===== src/rtl/core/btff_pkg.sv =====
// Shared types, codes and constants for the block table first-fit allocator.
`default_nettype none

package btff_pkg;

    // Heap geometry
    localparam int BLOCK_BYTES    = 4096;
    localparam int BLOCK_SHIFT    = $clog2(BLOCK_BYTES);
    localparam int MAX_BLOCKS_DEF = 1024;

    // Field widths
    localparam int ADDR_W     = 32;
    localparam int BYTES_W    = 32;
    localparam int CMD_W      = 2;
    localparam int STATUS_W   = 2;
    localparam int BASE_W     = 20;
    localparam int BIU_W      = 11;
    localparam int CFG_IDX_W  = 2;
    localparam int CFG_DATA_W = 32;

    localparam logic [BIU_W-1:0] BIU_RESET = BIU_W'(1024);

    // Command codes
    localparam logic [CMD_W-1:0] CMD_ALLOC = 2'd0;
    localparam logic [CMD_W-1:0] CMD_FREE  = 2'd1;
    localparam logic [CMD_W-1:0] CMD_CLEAR = 2'd2;

    // Status codes
    localparam logic [STATUS_W-1:0] STAT_OK     = 2'd0;
    localparam logic [STATUS_W-1:0] STAT_NO_RUN = 2'd1;
    localparam logic [STATUS_W-1:0] STAT_BAD    = 2'd2;

    // Configuration register indexes
    localparam logic [CFG_IDX_W-1:0] CFG_HEAP_BASE     = 2'd0;
    localparam logic [CFG_IDX_W-1:0] CFG_BLOCKS_IN_USE = 2'd1;

    typedef struct packed {
        logic [CMD_W-1:0]   command;
        logic [BYTES_W-1:0] alloc_bytes;
        logic [ADDR_W-1:0]  free_address;
    } t_alloc_req;

    typedef struct packed {
        logic [ADDR_W-1:0]   block_address;
        logic [STATUS_W-1:0] status;
    } t_alloc_rsp;

    // One table entry
    typedef struct packed {
        logic has_next;
        logic first;
        logic taken;
    } t_marks;

    typedef enum logic [2:0] {
        ST_CLEAR,
        ST_IDLE,
        ST_DECODE,
        ST_SCAN,
        ST_MARK,
        ST_FREE_RD,
        ST_FREE_WALK,
        ST_RESP
    } t_state;

endpackage

`default_nettype wire


===== src/rtl/core/btff_mark_table.sv =====
// Block mark table: one write port, one read port, registered read data.
`default_nettype none

module btff_mark_table #(
    parameter int DEPTH = btff_pkg::MAX_BLOCKS_DEF
) (
    input  wire logic                       i_clk,
    input  wire logic                       i_rd_en,
    input  wire logic [$clog2(DEPTH)-1:0]   i_rd_addr,
    output btff_pkg::t_marks                o_rd_data,
    input  wire logic                       i_wr_en,
    input  wire logic [$clog2(DEPTH)-1:0]   i_wr_addr,
    input  wire btff_pkg::t_marks           i_wr_data
);
    import btff_pkg::*;

    t_marks r_marks [DEPTH];
    t_marks r_rd_data;

    always_ff @(posedge i_clk) begin
        if (i_wr_en) begin
            r_marks[i_wr_addr] <= i_wr_data;
        end
    end

    always_ff @(posedge i_clk) begin
        if (i_rd_en) begin
            r_rd_data <= r_marks[i_rd_addr];
        end
    end

    assign o_rd_data = r_rd_data;

    // The sequencer never reads the entry it writes in the same cycle
    a_no_collision: assert property (@(posedge i_clk)
        (i_rd_en && i_wr_en) |-> (i_rd_addr != i_wr_addr))
        else $error("mark table read and write hit the same entry");

endmodule

`default_nettype wire


===== src/rtl/core/block_table_first_fit_allocator_core.sv =====
// Top level of the block table first-fit heap allocator.
//
// Channels: a request channel (i_in_valid / o_in_stall / i_in_data) carries
// command, alloc_bytes and free_address; a response channel (o_out_valid /
// i_out_stall / o_out_data) returns one transaction per request with
// block_address and status. A transaction moves on an edge where valid is
// high and stall is low. The configuration channel (i_cfg_valid /
// o_cfg_ready / i_cfg_index / i_cfg_data) writes heap_base_block (index 0)
// and blocks_in_use (index 1); write it only while no request is in flight.
//
// Request handling, with N the usable table size:
//   allocate : decode, a scan of at most N entries, one write per block
//   free     : decode, a read of the first block, then a has-next chain walk
//   clear    : decode, then all MAX_BLOCKS table entries written free
//   rejected : decode, then the response
// The mark table has one read port and one write port; one table entry
// is visited per cycle. One request is worked on at a time; the next
// request is taken while an earlier response still waits in the output
// register.
// Reset: a clearing pass writes every table entry free, one per cycle,
// while requests are stalled; configuration writes are taken throughout.
// A stalled response holds in the output register and the block finishes
// the next request but holds its result until it drains.
`default_nettype none

module block_table_first_fit_allocator_core #(
    parameter int MAX_BLOCKS = btff_pkg::MAX_BLOCKS_DEF
) (
    input  wire logic                             i_clk,
    input  wire logic                             i_rst_n,
    // request
    input  wire logic                             i_in_valid,
    output logic                                  o_in_stall,
    input  wire btff_pkg::t_alloc_req             i_in_data,
    // response
    output logic                                  o_out_valid,
    input  wire logic                             i_out_stall,
    output btff_pkg::t_alloc_rsp                  o_out_data,
    // configuration
    input  wire logic                             i_cfg_valid,
    output logic                                  o_cfg_ready,
    input  wire logic [btff_pkg::CFG_IDX_W-1:0]   i_cfg_index,
    input  wire logic [btff_pkg::CFG_DATA_W-1:0]  i_cfg_data
);
    import btff_pkg::*;

    localparam int AW = $clog2(MAX_BLOCKS);
    localparam int CW = $clog2(MAX_BLOCKS + 1);

    // state and control
    t_state             r_state, n_state;
    logic [CW-1:0]      r_idx, n_idx;
    logic [CW-1:0]      r_chk_idx, n_chk_idx;
    logic               r_pend, n_pend;
    logic               r_clr, n_clr;
    logic               r_out_valid, n_out_valid;
    // payload
    t_alloc_req         r_req, n_req;
    logic [CW-1:0]      r_run, n_run;
    logic [CW-1:0]      r_start, n_start;
    logic [CW-1:0]      r_need, n_need;
    logic [CW-1:0]      r_left, n_left;
    t_alloc_rsp         r_res, n_res;
    t_alloc_rsp         r_out, n_out;
    // configuration
    logic [BASE_W-1:0]  r_base;
    logic [BIU_W-1:0]   r_biu;

    // table ports
    logic               tbl_rd_en;
    logic [AW-1:0]      tbl_rd_addr;
    t_marks             tbl_rd_data;
    logic               tbl_wr_en;
    logic [AW-1:0]      tbl_wr_addr;
    t_marks             tbl_wr_data;

    // decode helpers
    logic [31:0]        total32;
    logic [CW-1:0]      total;
    logic [32:0]        need33;
    logic [31:0]        base_addr;
    logic [31:0]        free_off;
    logic [31:0]        free_blk;
    logic [31:0]        alloc_blk;
    logic [CW-1:0]      idx_inc;
    logic [CW-1:0]      chk_inc;
    logic [CW-1:0]      run_inc;

    btff_mark_table #(
        .DEPTH (MAX_BLOCKS)
    ) u_table (
        .i_clk     (i_clk),
        .i_rd_en   (tbl_rd_en),
        .i_rd_addr (tbl_rd_addr),
        .o_rd_data (tbl_rd_data),
        .i_wr_en   (tbl_wr_en),
        .i_wr_addr (tbl_wr_addr),
        .i_wr_data (tbl_wr_data)
    );

    // Usable table size: blocks_in_use saturated at the table depth
    assign total32 = (32'(r_biu) > 32'(MAX_BLOCKS)) ? 32'(MAX_BLOCKS) : 32'(r_biu);
    assign total   = total32[CW-1:0];

    // Round the byte count up to whole blocks
    assign need33    = ({1'b0, r_req.alloc_bytes} + 33'(BLOCK_BYTES - 1)) >> BLOCK_SHIFT;
    assign base_addr = 32'(r_base) << BLOCK_SHIFT;
    assign free_off  = r_req.free_address - base_addr;
    assign free_blk  = free_off >> BLOCK_SHIFT;
    // Start address wraps modulo 2^32
    assign alloc_blk = 32'(r_base) + 32'(r_start);

    assign idx_inc = r_idx + CW'(1);
    assign chk_inc = r_chk_idx + CW'(1);
    assign run_inc = r_run + CW'(1);

    assign o_in_stall  = (r_state != ST_IDLE);
    assign o_out_valid = r_out_valid;
    assign o_out_data  = r_out;
    assign o_cfg_ready = 1'b1;

    // Configuration registers
    always_ff @(posedge i_clk) begin
        if (!i_rst_n) begin
            r_base <= '0;
            r_biu  <= BIU_RESET;
        end else if (i_cfg_valid && o_cfg_ready) begin
            if (i_cfg_index == CFG_HEAP_BASE) begin
                r_base <= i_cfg_data[BASE_W-1:0];
            end else if (i_cfg_index == CFG_BLOCKS_IN_USE) begin
                r_biu <= i_cfg_data[BIU_W-1:0];
            end
        end
    end

    // Control registers
    always_ff @(posedge i_clk) begin
        if (!i_rst_n) begin
            r_state     <= ST_CLEAR;
            r_idx       <= '0;
            r_chk_idx   <= '0;
            r_pend      <= 1'b0;
            r_clr       <= 1'b0;
            r_out_valid <= 1'b0;
        end else begin
            r_state     <= n_state;
            r_idx       <= n_idx;
            r_chk_idx   <= n_chk_idx;
            r_pend      <= n_pend;
            r_clr       <= n_clr;
            r_out_valid <= n_out_valid;
        end
    end

    // Payload registers
    always_ff @(posedge i_clk) begin
        r_req   <= n_req;
        r_run   <= n_run;
        r_start <= n_start;
        r_need  <= n_need;
        r_left  <= n_left;
        r_res   <= n_res;
        r_out   <= n_out;
    end

    always_comb begin
        n_state     = r_state;
        n_idx       = r_idx;
        n_chk_idx   = r_chk_idx;
        n_pend      = r_pend;
        n_clr       = r_clr;
        n_req       = r_req;
        n_run       = r_run;
        n_start     = r_start;
        n_need      = r_need;
        n_left      = r_left;
        n_res       = r_res;
        n_out       = r_out;
        // drain the output register when the receiver takes it
        n_out_valid = r_out_valid && i_out_stall;

        tbl_rd_en   = 1'b0;
        tbl_rd_addr = r_idx[AW-1:0];
        tbl_wr_en   = 1'b0;
        tbl_wr_addr = r_idx[AW-1:0];
        tbl_wr_data = '0;

        unique case (r_state)
            ST_CLEAR: begin
                // write every entry free, one per cycle
                tbl_wr_en = 1'b1;
                n_idx     = idx_inc;
                if (r_idx == CW'(MAX_BLOCKS - 1)) begin
                    n_idx = '0;
                    if (r_clr) begin
                        n_res   = '{block_address: '0, status: STAT_OK};
                        n_state = ST_RESP;
                    end else begin
                        n_state = ST_IDLE;
                    end
                    n_clr = 1'b0;
                end
            end

            ST_IDLE: begin
                if (i_in_valid) begin
                    n_req   = i_in_data;
                    n_state = ST_DECODE;
                end
            end

            ST_DECODE: begin
                n_idx  = '0;
                n_pend = 1'b0;
                n_run  = '0;
                n_res  = '{block_address: '0, status: STAT_BAD};
                priority if (r_req.command == CMD_ALLOC) begin
                    priority if (need33 == '0) begin
                        n_state = ST_RESP;
                    end else if (need33 > 33'(total)) begin
                        n_res.status = STAT_NO_RUN;
                        n_state      = ST_RESP;
                    end else begin
                        n_need  = need33[CW-1:0];
                        n_state = ST_SCAN;
                    end
                end else if (r_req.command == CMD_FREE) begin
                    priority if (r_req.free_address < base_addr) begin
                        n_state = ST_RESP;
                    end else if (free_blk >= total32) begin
                        n_state = ST_RESP;
                    end else begin
                        n_idx   = free_blk[CW-1:0];
                        n_state = ST_FREE_RD;
                    end
                end else if (r_req.command == CMD_CLEAR) begin
                    n_clr   = 1'b1;
                    n_state = ST_CLEAR;
                end else begin
                    n_state = ST_RESP;
                end
            end

            ST_SCAN: begin
                // issue the next read while checking the previous entry
                tbl_rd_en = (r_idx < total);
                n_pend    = tbl_rd_en;
                n_chk_idx = r_idx;
                if (tbl_rd_en) begin
                    n_idx = idx_inc;
                end
                if (r_pend) begin
                    if (tbl_rd_data.taken) begin
                        n_run = '0;
                    end else begin
                        if (r_run == '0) begin
                            n_start = r_chk_idx;
                        end
                        n_run = run_inc;
                    end
                    priority if (!tbl_rd_data.taken && run_inc == r_need) begin
                        // run long enough: mark it from its first block
                        n_idx   = (r_run == '0) ? r_chk_idx : r_start;
                        n_left  = r_need;
                        n_pend  = 1'b0;
                        n_state = ST_MARK;
                    end else if (chk_inc == total) begin
                        n_res   = '{block_address: '0, status: STAT_NO_RUN};
                        n_pend  = 1'b0;
                        n_state = ST_RESP;
                    end else begin
                        n_state = ST_SCAN;
                    end
                end
            end

            ST_MARK: begin
                tbl_wr_en            = 1'b1;
                tbl_wr_data.taken    = 1'b1;
                tbl_wr_data.first    = (r_left == r_need);
                tbl_wr_data.has_next = (r_left != CW'(1));
                n_idx  = idx_inc;
                n_left = r_left - CW'(1);
                if (r_left == CW'(1)) begin
                    n_res   = '{block_address: alloc_blk << BLOCK_SHIFT, status: STAT_OK};
                    n_state = ST_RESP;
                end
            end

            ST_FREE_RD: begin
                tbl_rd_en = 1'b1;
                n_state   = ST_FREE_WALK;
            end

            ST_FREE_WALK: begin
                // clear this entry; follow has-next inside the usable table
                tbl_wr_en = 1'b1;
                if (tbl_rd_data.has_next && idx_inc < total) begin
                    tbl_rd_en   = 1'b1;
                    tbl_rd_addr = idx_inc[AW-1:0];
                    n_idx       = idx_inc;
                end else begin
                    n_res   = '{block_address: '0, status: STAT_OK};
                    n_state = ST_RESP;
                end
            end

            ST_RESP: begin
                // hold the result until the output register is free
                if (!r_out_valid || !i_out_stall) begin
                    n_out       = r_res;
                    n_out_valid = 1'b1;
                    n_state     = ST_IDLE;
                end
            end

            default: begin
                n_state = ST_IDLE;
            end
        endcase
    end

    // Failed and non-allocate responses carry a zero address
    a_fail_zero_addr: assert property (@(posedge i_clk) disable iff (!i_rst_n)
        o_out_valid |-> (o_out_data.status == STAT_OK || o_out_data.block_address == '0))
        else $error("failed response carries a nonzero address");

    // Marking stays inside the usable table and always has blocks left
    a_mark_bounds: assert property (@(posedge i_clk) disable iff (!i_rst_n)
        (r_state == ST_MARK) |-> (r_left != '0 && r_idx < total))
        else $error("run marking out of bounds");

    // An entry under check during the scan lies inside the usable table
    a_scan_bounds: assert property (@(posedge i_clk) disable iff (!i_rst_n)
        r_pend |-> (r_state == ST_SCAN && r_chk_idx < total))
        else $error("scan checks an entry outside the table");

    // The chain walk always follows a table read
    a_walk_after_read: assert property (@(posedge i_clk) disable iff (!i_rst_n)
        (r_state == ST_FREE_WALK) |-> $past(tbl_rd_en))
        else $error("chain walk without read data");

endmodule

`default_nettype wire

===== config.mk =====
export PLATFORM = sky130hd
export DESIGN_NAME = block_table_first_fit_allocator_core
export DESIGN_NICKNAME = d
export VERILOG_FILES = /design/src/rtl/core/btff_pkg.sv /design/src/rtl/core/btff_mark_table.sv /design/src/rtl/core/block_table_first_fit_allocator_core.sv
export SDC_FILE = /design/constraint.sdc
export NUM_CORES = 2
export LEC_CHECK = 0
export ABC_AREA = 0
export BUFFER_PORTS_ARGS = -buffer_cell sky130_fd_sc_hd__buf_2
export CORE_AREA = 2 2 488 490
export CTS_BUF_LIST = sky130_fd_sc_hd__clkbuf_16
export CTS_CLUSTER_DIAMETER = 150
export DETAILED_ROUTE_END_ITERATION = 10
export DIE_AREA = 0 0 490 492
export GPL_TIMING_DRIVEN = 1
export PLACE_DENSITY = 0.78
export SLEW_MARGIN = 10
export SYNTH_ARGS = -nofsm -noshare
export SYNTH_HDL_FRONTEND = slang
export SYNTH_HIERARCHICAL = 1
export SYNTH_SLANG_ARGS = --single-unit

===== constraint.sdc =====
create_clock -name i_clk -period 50.5 [get_ports i_clk]
set_input_delay 0 -clock i_clk [delete_from_list [all_inputs] [get_ports i_clk]]
set_output_delay 0 -clock i_clk [all_outputs]
set_load 0.05 [all_outputs]

==> flow_summary_export.csv <==
group,metric,value,unit
status,status,"finished clean",
power,power_frac_comb,0.048,
hold_path,min-delay-start,"i_cfg_data[6]",
global_routing,grt_pass1_vias,57800,
sta,fmax,106,MHz
route,antenna_left,0,
floorplan,dieArea,0.241,sq mm
setup_path,path_class,"reg -> reg",
clocking,cts.path.max_buffers,3,
setup_path,crit_required,51.04,ns
floorplan,die_h,492,microns
route,drcViolationCount,0,
power,p_leak,31.1,nW
sta,rsz0062_at_grt,"no",
route,drt-initial-drc-count,9274,
global_routing,grt_max_degree,299,
clocking,cts_sinks,2251,
power,swShare,0.212,
setup_path,critical_path.most_common_cell,"buf_4",
global_routing,grtUsageTotal,0.206,
floorplan,core,0.236,sq mm
clocking,post_cts_buffers,0,
route,drtPass1Iterations,6,
power,power_per_cell_area,34.6,mW/mm^2
synthesis,synth_cells,6207,
place,gp_congestion,0.880,
synthesis,syn_area,0.0973,sq mm
clocking,cts_max_level,4,
finish,fin_cells,9613,
setup_path,worstSetupStartpointType,"register",
sta,setup_viol,0,
synthesis,avgSynthCellArea,15.7,sq um
setup_path,cp_cell_sequence,"ha_1 > and3_1 > and3_1 > and3_1 > xor2_1 > ha_1 > a211oi_1 > o221ai_1 > or2_2 > nor2_1 > xor2_4 > buf_4 > buf_4 > inv_2 > buf_4 > buf_4 > nor2_1 > a22oi_1 > nand3_1 > nand3_1 > a211oi_1 > a221oi_2 > o211ai_2",
clocking,worstSkewPairLatency,0.89,ns
clocking,post_cts_resized,0,
sta,layout_min_cycle_time,9.40,ns
power,seqPwrFrac,0.540,
sta,skew,0.0867,ns
sta,slew_viol_final,0,
power,p_sw,0.795,mW
setup_path,r2r-start,"r_idx[0]",
setup_path,r2r_setup_slack,41.10,ns
global_routing,grt_overflow_total,0,
synthesis,yosys_warnings,6,
power,clockPowerShare,0.412,
floorplan,fp-row-count,179,
sta,tightest_slew,1.46,ns
sta,hold_viol,0,
finish,drive_above_1_share,0.163,
floorplan,die_x,490,microns
setup_path,crit_family,"simple AND/OR/NAND/NOR gates",
power,internal_power,2.95,mW
floorplan,start_util,0.412,
global_routing,grt_pass1_wl,372,mm
place,port_buffers,104,
flow_run,cap_viol_max_count,0,
finish,area_delta_synth_final,11.2,%
route,routed_wl,255,mm
clocking,numCtsBuffers,210,
place,dp_hpwl,144,mm
route,viasPerCell,6.03,
setup_path,critPathSlowestCell,"dfxtp_1",
clocking,cts_tree,"done",
hold_path,hold_path.class,"in -> reg",
setup_path,cp.arrival,9.95,ns
route,wire_per_inst,26.5,microns
setup_path,crit_start,"r_idx[0]",
global_routing,antenna_found_initial,15,
finish,finalNetCount,6450,
setup_path,crit_buf_inv,5,
sta,fin_setup_tns,0,ns
setup_path,critPathMaxStageDelay,1.07,ns
clocking,cts-root-buf,"clkbuf_16",
sta,finalCritPeriodShare,0.186,
setup_path,cp_max_fo,41,
sta,slew-limit-headroom,0.0271,
place,dp_cells,9034,
clocking,path_clk_slew,0.06,ns
floorplan,ios,142,
route,dr_total_vias,58000,
power,ir_worst_vdd,27.6,uV
setup_path,critPathCaptureType,"register",
==> power groups by stage <==
stage,Combinational (mW),Sequential [mW],Clock (mW)
6_report,0.181,2.02,1.54
5_1_grt,0.189,2.02,1.62
4_1_cts,0.178,2.02,1.55
3_5_place_dp,0.166,2.06,0
3_3_place_gp,0.163,2.06,0
2_1_floorplan,0.142,2.06,0
==> sequential cells by signal, indices dropped and copies added, names as in the netlist, 11 cells and up <==
| signal | count |
|---|---|
| o_out_data | 22 |
| r_base | 20 |
| r_biu | 11 |
| r_chk_idx | 11 |
| r_idx | 11 |
| r_left | 11 |
| r_need | 11 |
| r_req | 54 |
| r_res | 22 |
| r_run | 11 |
| r_start | 11 |
| u_table/r_marks | 2048 |
==> layer usage <==
layer,vias to the layer above,global-route usage,routed length (microns)
met5,-,0,95
met4,8,0.106,13900
met3,804,0.0459,29800
met2,4009,0.339,124000
met1,29300,0.255,87700
li1,23900,-,-
==> layout make-up <==
class	count	area (sq um)
well taps	3167	3960
inverters	83	319
diodes	13	32.5
flip-flops and latches	2251	67000
repair buffers	394	3220
multi-input cells	3324	26900
clock buffers	211	5280
fillers	19300	128000
clock inverters	170	1440
==> metrics by stage <==
stage	util	hold slack (ns)	power, mW	setup slack, ns	cell area, sq um
3_3_place_gp	0.421	0.178	2.22	41.48	99600
5_1_grt	0.458	0.0607	3.83	40.97	108000
2_1_floorplan	-	0.0989	2.20	13.89	97400
6_report	0.458	0.0527	3.74	41.10	108000
3_5_place_dp	0.421	0.178	2.23	41.41	99600
4_1_cts	0.458	0.000302	3.75	41.34	108000
==> worst register-to-register path, delay by kind of cell, from the launching register on <==
kind	cells	cell delay, ns
AOI/OAI and AO/OA	6	1.89
xor gates and xnor gates	2	0.34
adders and majority gates	2	0.68
buffers and inverters	5	2.47
DFF	1	1.07
and+or+nand+nor	8	2.67
==> timing repair <==
action,in CTS,in global routing
hold buffers,185,0
setup endpoints to repair,0,0
hold endpoints to repair,135,0
==> placed cells by master (no fill, tap or decap), types with 31 or more instances in the layout <==
cell           instances
dfxtp_1               59
nor2_1              1158
clkinv_2              36
nand4_1               31
clkbuf_16            211
o221ai_1              72
a21oi_1              119
nor2b_1               34
a21boi_0              38
mux4_2               439
edfxtp_1            2192
inv_1                121
a22oi_1               47
mux2i_1              229
nand2_1              241
o22ai_1               62
o21ai_0               85
nor3_1                61
nor4_1                33
xnor2_1               53
nand3_1               65
clkinv_1              47
ha_1                  79
buf_4                100
dlygate4sd3_1        185
buf_2                104
==> final timing paths <==
| check | depth (start not counted) | to |
|---|---|---|
| max | 23 | u_table/o_rd_data[0] |
| min | 4 | r_biu[6] |
| max reg2reg | 23 | u_table/o_rd_data[0] |
| min reg2reg | 0 | o_out_data[15] |
(Power assumes the default switching activity.)
